--- src/sv/lgas_pkg.sv ---
// ----------------------------------------------------------------------------
// lgas_pkg
// shared types and constants of the glyph animation sequencer
// ----------------------------------------------------------------------------
package lgas_pkg;

    localparam int MAX_FRAMES_DEF    = 8;
    localparam int MAX_CHAR_ROWS_DEF = 2;

    localparam int WORD_W  = 16;
    localparam int CFG_W   = 8;
    localparam int CFG_AW  = 3;
    localparam int COL_W   = 5;
    localparam int PIX_ROWS = 8;

    typedef enum logic [CFG_AW-1:0] {
        CFG_TICK_DIVISOR = 3'd0,
        CFG_FRAME_TOTAL  = 3'd1,
        CFG_GLYPH_HEIGHT = 3'd2,
        CFG_GLYPH_WIDTH  = 3'd3,
        CFG_FIRST_GLYPH  = 3'd4
    } t_cfg_reg;

    typedef enum logic {
        OP_TICK = 1'b0,
        OP_LOAD = 1'b1
    } t_op;

    typedef struct packed {
        logic       go;
        logic [1:0] rows;
        logic [1:0] cols;
        logic [2:0] code;
    } t_lgas_start;

endpackage

--- src/sv/lcd_glyph_animation_sequencer.sv ---
// ----------------------------------------------------------------------------
// lcd_glyph_animation_sequencer
// frame store, prescaler and frame index around the row write walker
// ----------------------------------------------------------------------------
// load items and ticks that cause no update are taken without dropping o_ready
// a frame update passes walker, read stage and output register to its first row write,
// then shows one row write per cycle while the output is ready: up to 48 writes,
// at the pace of the single read port of the frame store; no item is taken meanwhile
// reset restores the registers and clears counter and frame index; the store is not cleared
module lcd_glyph_animation_sequencer
    import lgas_pkg::*;
#(
    parameter int MAX_FRAMES    = MAX_FRAMES_DEF,
    parameter int MAX_CHAR_ROWS = MAX_CHAR_ROWS_DEF
) (
    input  logic              i_clk,
    input  logic              i_rst_n,
    input  logic              i_cfg_we,
    input  logic [CFG_AW-1:0] i_cfg_addr,
    input  logic [CFG_W-1:0]  i_cfg_wdata,
    input  logic              i_valid,
    output logic              o_ready,
    input  logic              i_operation,
    input  logic [2:0]        i_frame_number,
    input  logic [3:0]        i_word_index,
    input  logic [15:0]       i_word_data,
    output logic              o_valid,
    input  logic              i_ready,
    output logic [2:0]        o_char_code,
    output logic [2:0]        o_pixel_row,
    output logic [7:0]        o_row_bits,
    output logic              o_last
);

    localparam int Wpf   = MAX_CHAR_ROWS * PIX_ROWS;
    localparam int Depth = MAX_FRAMES * Wpf;
    localparam int AW    = $clog2(Depth);
    localparam int FW    = (MAX_FRAMES > 1) ? $clog2(MAX_FRAMES) : 1;

    logic [7:0]    r_tick_divisor;
    logic [3:0]    r_frame_total;
    logic [1:0]    r_glyph_height;
    logic [1:0]    r_glyph_width;
    logic [2:0]    r_first_glyph;

    logic [7:0]    r_tick;
    logic [FW-1:0] r_frame;
    logic          r_busy;

    logic [WORD_W-1:0] mem [Depth];
    logic [WORD_W-1:0] r_rdata;

    logic          w_acc;
    logic          w_load;
    logic          w_tick;
    logic [7:0]    n_tick;
    logic          w_update;
    logic [1:0]    w_rows;
    logic          w_emit;
    logic          w_wrap;
    logic          w_we;
    logic [AW-1:0] w_waddr;
    logic          w_rd_en;
    logic [AW-1:0] w_rd_addr;
    logic          w_done;
    t_lgas_start   w_start;

    assign o_ready = !r_busy;
    assign w_acc   = i_valid && !r_busy;
    assign w_load  = w_acc && (i_operation == OP_LOAD);
    assign w_tick  = w_acc && (i_operation == OP_TICK);
    assign n_tick  = r_tick + 8'd1;
    assign w_update = w_tick && (n_tick == r_tick_divisor);

    assign w_rows = (32'(r_glyph_height) > MAX_CHAR_ROWS) ? 2'(MAX_CHAR_ROWS)
                                                          : r_glyph_height;
    assign w_emit = (w_rows != 2'd0) && (r_glyph_width != 2'd0);
    assign w_wrap = (r_frame_total == 4'd0)
                 || (32'(r_frame) + 1 >= 32'(r_frame_total))
                 || (32'(r_frame) + 1 >= MAX_FRAMES);

    assign w_start.go   = w_update && w_emit;
    assign w_start.rows = w_rows;
    assign w_start.cols = r_glyph_width;
    assign w_start.code = r_first_glyph;

    assign w_we    = w_load && (32'(i_frame_number) < MAX_FRAMES)
                            && (32'(i_word_index) < Wpf);
    assign w_waddr = AW'(32'(i_frame_number) * Wpf + 32'(i_word_index));
    assign w_done  = o_valid && i_ready && o_last;

    always_ff @(posedge i_clk) begin
        if (!i_rst_n) begin
            r_tick_divisor <= 8'd1;
            r_frame_total  <= 4'd1;
            r_glyph_height <= 2'd1;
            r_glyph_width  <= 2'd1;
            r_first_glyph  <= 3'd0;
        end else if (i_cfg_we) begin
            case (i_cfg_addr)
                CFG_TICK_DIVISOR: r_tick_divisor <= i_cfg_wdata;
                CFG_FRAME_TOTAL:  r_frame_total  <= i_cfg_wdata[3:0];
                CFG_GLYPH_HEIGHT: r_glyph_height <= i_cfg_wdata[1:0];
                CFG_GLYPH_WIDTH:  r_glyph_width  <= i_cfg_wdata[1:0];
                CFG_FIRST_GLYPH:  r_first_glyph  <= i_cfg_wdata[2:0];
                default: ;
            endcase
        end
    end

    always_ff @(posedge i_clk) begin
        if (!i_rst_n) begin
            r_tick  <= 8'd0;
            r_frame <= '0;
            r_busy  <= 1'b0;
        end else begin
            if (w_tick) begin
                r_tick <= w_update ? 8'd0 : n_tick;
            end
            if (w_update) begin
                r_frame <= w_wrap ? '0 : r_frame + FW'(1);
            end
            if (w_start.go) begin
                r_busy <= 1'b1;
            end else if (w_done) begin
                r_busy <= 1'b0;
            end
        end
    end

    // frame store
    always_ff @(posedge i_clk) begin
        if (w_we) begin
            mem[w_waddr] <= i_word_data;
        end
        if (w_rd_en) begin
            r_rdata <= mem[w_rd_addr];
        end
    end

    lgas_seq #(
        .MAX_FRAMES    (MAX_FRAMES),
        .MAX_CHAR_ROWS (MAX_CHAR_ROWS),
        .FW            (FW),
        .AW            (AW)
    ) u_seq (
        .i_clk       (i_clk),
        .i_rst_n     (i_rst_n),
        .i_start     (w_start),
        .i_frame     (r_frame),
        .o_rd_en     (w_rd_en),
        .o_rd_addr   (w_rd_addr),
        .i_rd_data   (r_rdata),
        .o_valid     (o_valid),
        .i_ready     (i_ready),
        .o_char_code (o_char_code),
        .o_pixel_row (o_pixel_row),
        .o_row_bits  (o_row_bits),
        .o_last      (o_last)
    );

endmodule

--- src/sv/lgas_seq.sv ---
// ----------------------------------------------------------------------------
// lgas_seq
// walks one frame update: issues store reads and registers the row writes
// ----------------------------------------------------------------------------
module lgas_seq
    import lgas_pkg::*;
#(
    parameter int MAX_FRAMES    = MAX_FRAMES_DEF,
    parameter int MAX_CHAR_ROWS = MAX_CHAR_ROWS_DEF,
    parameter int FW = (MAX_FRAMES > 1) ? $clog2(MAX_FRAMES) : 1,
    parameter int AW = $clog2(MAX_FRAMES * MAX_CHAR_ROWS * PIX_ROWS)
) (
    input  logic              i_clk,
    input  logic              i_rst_n,
    input  t_lgas_start       i_start,
    input  logic [FW-1:0]     i_frame,
    output logic              o_rd_en,
    output logic [AW-1:0]     o_rd_addr,
    input  logic [WORD_W-1:0] i_rd_data,
    output logic              o_valid,
    input  logic              i_ready,
    output logic [2:0]        o_char_code,
    output logic [2:0]        o_pixel_row,
    output logic [7:0]        o_row_bits,
    output logic              o_last
);

    localparam int Wpf = MAX_CHAR_ROWS * PIX_ROWS;

    logic          r_act;
    logic [FW-1:0] r_frame;
    logic [1:0]    r_rows;
    logic [1:0]    r_cols;
    logic          r_byte;
    logic [1:0]    r_row;
    logic [1:0]    r_col;
    logic [2:0]    r_pix;
    logic [2:0]    r_code;

    logic          r_s1_v;
    logic [2:0]    r_s1_code;
    logic [2:0]    r_s1_pix;
    logic [1:0]    r_s1_col;
    logic          r_s1_last;

    logic          r_ov;
    logic [2:0]    r_o_code;
    logic [2:0]    r_o_pix;
    logic [7:0]    r_o_bits;
    logic          r_o_last;

    logic          w_adv;
    logic          w_issue;
    logic          w_last_issue;
    logic [4:0]    w_slice;
    logic [7:0]    n_bits;

    assign w_adv        = !r_ov || i_ready;
    assign w_issue      = r_act && (w_adv || !r_s1_v);
    assign w_last_issue = (r_row == r_rows - 2'd1) && (r_col == 2'd0) && (r_pix == 3'd7);

    assign o_rd_en   = w_issue;
    assign o_rd_addr = AW'(32'(r_frame) * Wpf + 32'({r_row, r_pix}));

    always_comb begin
        case (r_s1_col)
            2'd0:    w_slice = i_rd_data[0 +: COL_W];
            2'd1:    w_slice = i_rd_data[COL_W +: COL_W];
            2'd2:    w_slice = i_rd_data[2*COL_W +: COL_W];
            default: w_slice = '0;
        endcase
        n_bits = r_byte ? i_rd_data[7:0] : {3'b000, w_slice};
    end

    // walker
    always_ff @(posedge i_clk) begin
        if (!i_rst_n) begin
            r_act <= 1'b0;
        end else if (i_start.go) begin
            r_act   <= 1'b1;
            r_frame <= i_frame;
            r_rows  <= i_start.rows;
            r_cols  <= i_start.cols;
            r_byte  <= (i_start.cols == 2'd1);
            r_row   <= 2'd0;
            r_col   <= i_start.cols - 2'd1;
            r_pix   <= 3'd0;
            r_code  <= i_start.code;
        end else if (w_issue) begin
            r_pix <= r_pix + 3'd1;
            if (r_pix == 3'd7) begin
                r_code <= r_code + 3'd1;
                if (r_col == 2'd0) begin
                    r_col <= r_cols - 2'd1;
                    r_row <= r_row + 2'd1;
                end else begin
                    r_col <= r_col - 2'd1;
                end
            end
            if (w_last_issue) begin
                r_act <= 1'b0;
            end
        end
    end

    // read stage
    always_ff @(posedge i_clk) begin
        if (!i_rst_n) begin
            r_s1_v <= 1'b0;
        end else if (w_issue) begin
            r_s1_v <= 1'b1;
        end else if (w_adv) begin
            r_s1_v <= 1'b0;
        end
        if (w_issue) begin
            r_s1_code <= r_code;
            r_s1_pix  <= r_pix;
            r_s1_col  <= r_col;
            r_s1_last <= w_last_issue;
        end
    end

    // output register
    always_ff @(posedge i_clk) begin
        if (!i_rst_n) begin
            r_ov <= 1'b0;
        end else if (w_adv) begin
            r_ov <= r_s1_v;
        end
        if (w_adv && r_s1_v) begin
            r_o_code <= r_s1_code;
            r_o_pix  <= r_s1_pix;
            r_o_bits <= n_bits;
            r_o_last <= r_s1_last;
        end
    end

    assign o_valid     = r_ov;
    assign o_char_code = r_o_code;
    assign o_pixel_row = r_o_pix;
    assign o_row_bits  = r_o_bits;
    assign o_last      = r_o_last;

endmodule
--- config.mk ---
export PLATFORM = sky130hd
export DESIGN_NAME = lcd_glyph_animation_sequencer
export DESIGN_NICKNAME = d
export VERILOG_FILES = /design/src/sv/lgas_pkg.sv /design/src/sv/lcd_glyph_animation_sequencer.sv /design/src/sv/lgas_seq.sv
export SDC_FILE = /design/constraint.sdc
export NUM_CORES = 2
export LEC_CHECK = 0
export BUFFER_PORTS_ARGS = -buffer_cell sky130_fd_sc_hd__buf_2
export CORE_MARGIN = 2
export CORE_UTILIZATION = 40
export CTS_CLUSTER_DIAMETER = 150
export DETAILED_ROUTE_END_ITERATION = 16
export PLACE_DENSITY = 0.54
export SLEW_MARGIN = 15
export SYNTH_ARGS = -nofsm -noshare
export SYNTH_HDL_FRONTEND = slang
export SYNTH_SLANG_ARGS = --single-unit
--- constraint.sdc ---
create_clock -name i_clk -period 3.8 [get_ports i_clk]
set_input_delay 0.19 -clock i_clk [delete_from_list [all_inputs] [get_ports i_clk]]
set_output_delay 0.19 -clock i_clk [all_outputs]
set_load 0.02 [all_outputs]
# Word level (Yosys, flattened, before mapping)
# Memory sizes are Yosys's and may differ from the RTL's. A register that Yosys moved wholly into a read port is not among the register bits.
# Cells that the tools add are included.
# totals
mem_bits_rw,2048
mem_count,1
reg_bits,76
elab_cells,121
in_bits,40
# memory_table
memory,depth,width,rd,rd_ports_with_merged_regs,wr,line,text
mem,128,16,1,1,1,lcd_glyph_animation_sequencer.sv:50,logic [WORD_W-1:0] mem [Depth];
# op_classes
n_mux,25
order_cmp,3
addsub,12
reduce_logical,41
n_eq_ne,10
bitwise,1
# op_table
op,count
32-bit by 4-bit >= comparator with 1-bit output,1
2-bit 2-to-1 mux,8
2-bit AND reduction,8
2-bit nonzero test,8
3-bit 2-to-1 mux,5
5-bit case mux with 3 select lines,1
1-bit logical AND,12
"3-bit by 1-bit adder with 3-bit output, second input constant",3
1-bit 2-to-1 mux,9
"8-bit by 1-bit adder with 8-bit output, second input constant",1
8-bit equality test,1
8-bit 2-to-1 mux,1
"2-bit by 1-bit subtractor with 2-bit output, second input constant",4
7-bit by 4-bit adder with 7-bit output,1
7-bit by 5-bit adder with 7-bit output,1
"3-bit by 2-bit equality test with 1-bit output, second input constant",2
"3-bit equality test, second input constant",2
5-bit 2-to-1 mux,1
"3-bit by 1-bit adder with 4-bit output, second input constant",1
"2-bit by 1-bit equality test with 1-bit output, second input constant",2
"4-bit >= comparator, second input constant",1
2-bit zero test,2
4-bit zero test,1
1-bit logical OR,4
other kinds (10),12

# Logic depth before layout (Yosys ltp)
# logic_depth
depth_word,7
mapped_depth,9
mapped_depth_nobuf,7

# Cells and area by module
# Synthesis repeated with hierarchy kept, for this count alone.
# unflattened
cells_unflattened,4834
area_unflattened_um2,83547.6
# by_module_without_submodules
module,seq_area_each_um2,n_inst,cells_per_inst,area_each_um2
lcd_glyph_animation_sequencer,62600.0,1,4709,81682.1
lgas_seq,1321.3,1,125,1865.5

# Worst setup path after synthesis
# OpenSTA, ideal clock, no wires.
# synth_timing
path_kind,reg2reg
startpoint,reg r_tick[0]
endpoint,reg u_seq.r_byte (enable)
slack_ns,0.572
required_time_ns,3.405
t_arrival_ns,2.834
synth_period_minus_slack_ns,3.228
path_stages_with_launch,8
setup_time_ns,0.395
cell_sequence,dfxtp_1 -> ha_1 -> nand3_4 -> or3_4 -> a2111oi_4 -> o2111ai_4 -> clkbuf_1 -> nor4_1
# synth_via
elab_chain_len,5
# synth_rtl
element,line,text
"start, declared",lcd_glyph_animation_sequencer.sv:46,logic [7:0] r_tick;
"start signal, assigned",lcd_glyph_animation_sequencer.sv:118,r_tick <= w_update ? 8'd0 : n_tick;
8-bit by 1-bit adder with 8-bit output,lcd_glyph_animation_sequencer.sv:72,assign n_tick = r_tick + 8'd1;
8-bit equality test,lcd_glyph_animation_sequencer.sv:73,assign w_update = w_tick && (n_tick == r_tick_divisor);
1-bit logical AND,lcd_glyph_animation_sequencer.sv:73,
1-bit logical AND,lcd_glyph_animation_sequencer.sv:82,assign w_start.go = w_update && w_emit;
2-bit AND reduction (no line),--,
"end signal, assigned",lgas_seq.sv:84,r_byte <= (i_start.cols == 2'd1);
"end, declared",lgas_seq.sv:34,logic r_byte;
# Every way passes these cells.
# A chain may end at the register's enable or synchronous reset.

# Worst setup path in the final report
# layout_timing
startpoint,reg u_seq.r_row[1]
endpoint,"reg r_rdata[8], read port of mem, data pin"
# layout_via
elab_chain_len,1
# layout_rtl
element,line,text
"start, declared",lgas_seq.sv:35,logic [1:0] r_row;
"start signal, assigned",lgas_seq.sv:95,r_row <= r_row + 2'd1;
7-bit by 5-bit adder with 7-bit output,lgas_seq.sv:63,"assign o_rd_addr = AW'(32'(r_frame) * Wpf + 32'({r_row, r_pix}));"
"end, declared",lcd_glyph_animation_sequencer.sv:51,logic [WORD_W-1:0] r_rdata;
# Every way passes these cells.

==> metrics.md <==
| Metric | Value |
|---|---|
| CTS tree | yes |
| Area delta synth->final | 16.7% |
| CTS Sinks | 2011 |
| Setup CP Type | reg -> reg |
| Max Freq | 0.313 GHz |
| Syn Std Cell Area | 76100 um^2 |
| Die ar. | 194000 um^2 |
| Most frequent CP cell | o22ai_1 |
| Synth cell types | 50 |
| Final ANT Viol Nets | 0 |
| Setup TNS | 0 ps |
| Final setup vio count | 0 |
| Synthesized Nets | 3510 |
| Clock skew | 28.9 ps |
| Area share of the largest cell type after synthesis | 78.0% |
| Setup bufs post-CTS | 0 |
| Post-synthesis simple-gate area fraction | 2.42% |
| CP max-delay cell | nor4_2 |
| Tmin final | 3200 ps |
| Final HPWL DP | 118000 um |
| Initial DRC count | 3791 |
| Adder-cell share of the synthesized area | 0.214% |
| DRT Pass-1 Iters | 5 |
| Worst path required time | 4470 ps |
| Initial Util | 40.2% |
| Post-synth top flop | edfxtp_1 |
| Worst VDD drop | 0.469 mV |
| Max Buffers Root-to-Sink | 3 |
| Synth Area in XOR/XNOR | 0.150% |
| Fin area | 88800 um^2 |
| Post-synthesis instance total | 3457 |
| Initial antenna violation count | 14 |
| Die X | 440 um |
| Final net count | 3960 |
| Synth top area cells | edfxtp_1, mux4_2, o22ai_1 |
| CP endpoint kind | flop |
| Placed Instance Area | 81800 um^2 |
| Clk pin slew, worst setup/hold paths | 60 ps |
| Vias per cell | 5.59 |
| Final worst path period share | 84.2% |
| First-pass GRT wire length | 276000 um |
| Synth area leader | edfxtp_1 |
| Total buffers and inverters traversed by the critical path | 1 |
| Hold Vio Cnt, Final | 0 |
| Core Rows | 160 |
| Most common cell after layout, fill and taps aside | edfxtp_1 |
| Fraction of final layout cells sized beyond drive strength 1 | 28.6% |
| Port Buffers | 55 |
| Register-to-register setup slack | 600 ps |
| Largest family of logic cells by synthesized area | multiplexers |
| CORE AREA | 190000 um^2 |
| Drt wl/cell | 29.6 um |
| Synth Area in Compound Gates | 2.86% |
| Worst-margin pin slew | 1180 ps |
| Register area share after synthesis | 78.9% |
| Cell chosen for the clock root | clkbuf_16 |
| Total Wirelength | 195000 um |
| Vias in the first global route | 37000 |
| Largest net degree at the start of global routing | 87 |
| GR Overflow Total | 0 |
| Num ports | 57 |
| Max cap viols | 0 |
| Final Max Tran Viols | 0 |
| Gr usage total | 20.1% |
| Worst-Skew Late Latency | 820 ps |
| Crit Path Max Fanout | 28 |
| Power density cells | 524 nW/um^2 |
| H-tree depth | 4 |
| DRC | 0 |
| Slew headroom | 21.4% |
| Synthesized flop and latch total | 2011 |
| Post-synth EDFFs | 1977 |
| Ys async rst share | 0% |
| Cells along the critical path | ha_1 > or3b_4 > buf_12 > o22ai_1 > nor4_2 > o22ai_1 > nor2_1 |
| Synthesized area per cell | 22.0 um^2 |
| TritonCTS Buffers | 203 |
| GP Congestion | 0.800 |
| Max incr delay on CP | 710 ps |
| Unrepaired setup endpoints after global routing | no |
| Post-synthesis mux area share | 14.4% |
| Static Leak | 27.8 nW |
| Status | completed |
| Crit path launch type | flop |
| Commonest non-fill, non-tap cells in the layout | edfxtp_1, mux4_2, buf_4 |
| Crit path DAT | 3870 ps |
| Vias | 36900 |
| Chip height | 440 um |
| CP top delay family | simple AND/OR/NAND/NOR gates |
| Post_cts resized | 0 |
| HP Class | in -> reg |
| Syn. warnings | 0 |
[flip-flops by register name (all words and copies together) (netlist names), 4 cells and up]
name	flops
mem	1920
r_tick	8
r_frame_total	4
r_rdata	15
u_seq.o_row_bits	8
r_tick_divisor	8
[Yosys cell counts, types with 3 or more instances]
cell type  instances
o22ai_1          271
o21a_1             7
nor4_1            66
nor3b_1            4
nand3b_1           8
buf_2             44
nand4b_1           3
mux2i_1            8
nand4_1            4
nor2_1           164
edfxtp_1        1977
and3_1             5
o21ai_0           12
nand2b_1           7
xor2_1             7
mux4_2           480
nand2_1           56
buf_1             22
a21boi_0          10
a31oi_1            3
a21o_1             3
clkbuf_1         125
a21oi_1           20
a22oi_1            9
ha_1              13
dfxtp_1           34
inv_1             15
or3b_2             3
nand3_1           22
xnor2_1            6
nor3_1             8
nor2b_1           15
and2_1             7
[cell type report]
cell class                      instances  area [um^2]
Fill cell                           15700       101000
Sequential cell                      2011        60000
Multi-Input combinational cell       1238        15300
Clock buffer                          268         5440
Timing Repair Buffer                  438         3760
Tap cell                             2511         3140
Clock inverter                        111         1070
Inverter                               15         56.3
Antenna cell                            6         15.0
[per-layer routing]
layer	share of wire, %	track usage, %
met5	0	0
met2	46	30.4
met4	3.3	6.68
met1	44	29.2
met3	7.0	4.23
[cell families after synthesis]
kind of cell,after synthesis
AO/OA/AOI/OAI,341
multiplexers,491
AND/OR/NAND/NOR,380
adder cells (fa/ha/maj),13
buffers and inverters,208
XOR/XNOR,13
flip-flops,2011
[stage by stage]
step | total power, mW | std cells | util, % | setup slack, ps | hold slack (ps)
after floorplan | 26.1 | 3457 | - | 572 | 289
after global placement | 27.4 | 6169 | 43.2 | 611 | 401
after detailed placement | 27.4 | 6169 | 43.2 | 627 | 405
after CTS | 47.0 | 6592 | 46.8 | 611 | 8.51
after global routing | 47.9 | 6594 | 46.8 | 508 | 36.7
final | 46.6 | 6598 | 46.8 | 600 | 7.42
[where the power goes]
group	internal, mW	switching (mW)
clock	11.2	8.37
combinational	0.969	1.53
sequential	24.4	0.0451
total	36.6	9.95
[timing repair]
| item | in CTS | in global routing |
|---|---|---|
| hold buffers | 44 | 0 |
| setup endpoints to repair | 0 | 0 |
| hold endpoints to repair | 289 | 0 |
[final timing paths]
kind,to,depth (start not counted),from
worst max-delay path,r_rdata[8]$_DFFE_PP_,7,u_seq.r_row[1]$_SDFFCE_PP0P_
worst min-delay path,mem[114][11]$_DFFE_PP_,1,i_word_data[11]
worst max register to register,r_rdata[8]$_DFFE_PP_,7,u_seq.r_row[1]$_SDFFCE_PP0P_
worst min register to register,u_seq.o_pixel_row[0]$_DFFE_PP_,0,u_seq.r_s1_pix[0]$_DFFE_PP_
(Power assumes the default switching activity.)
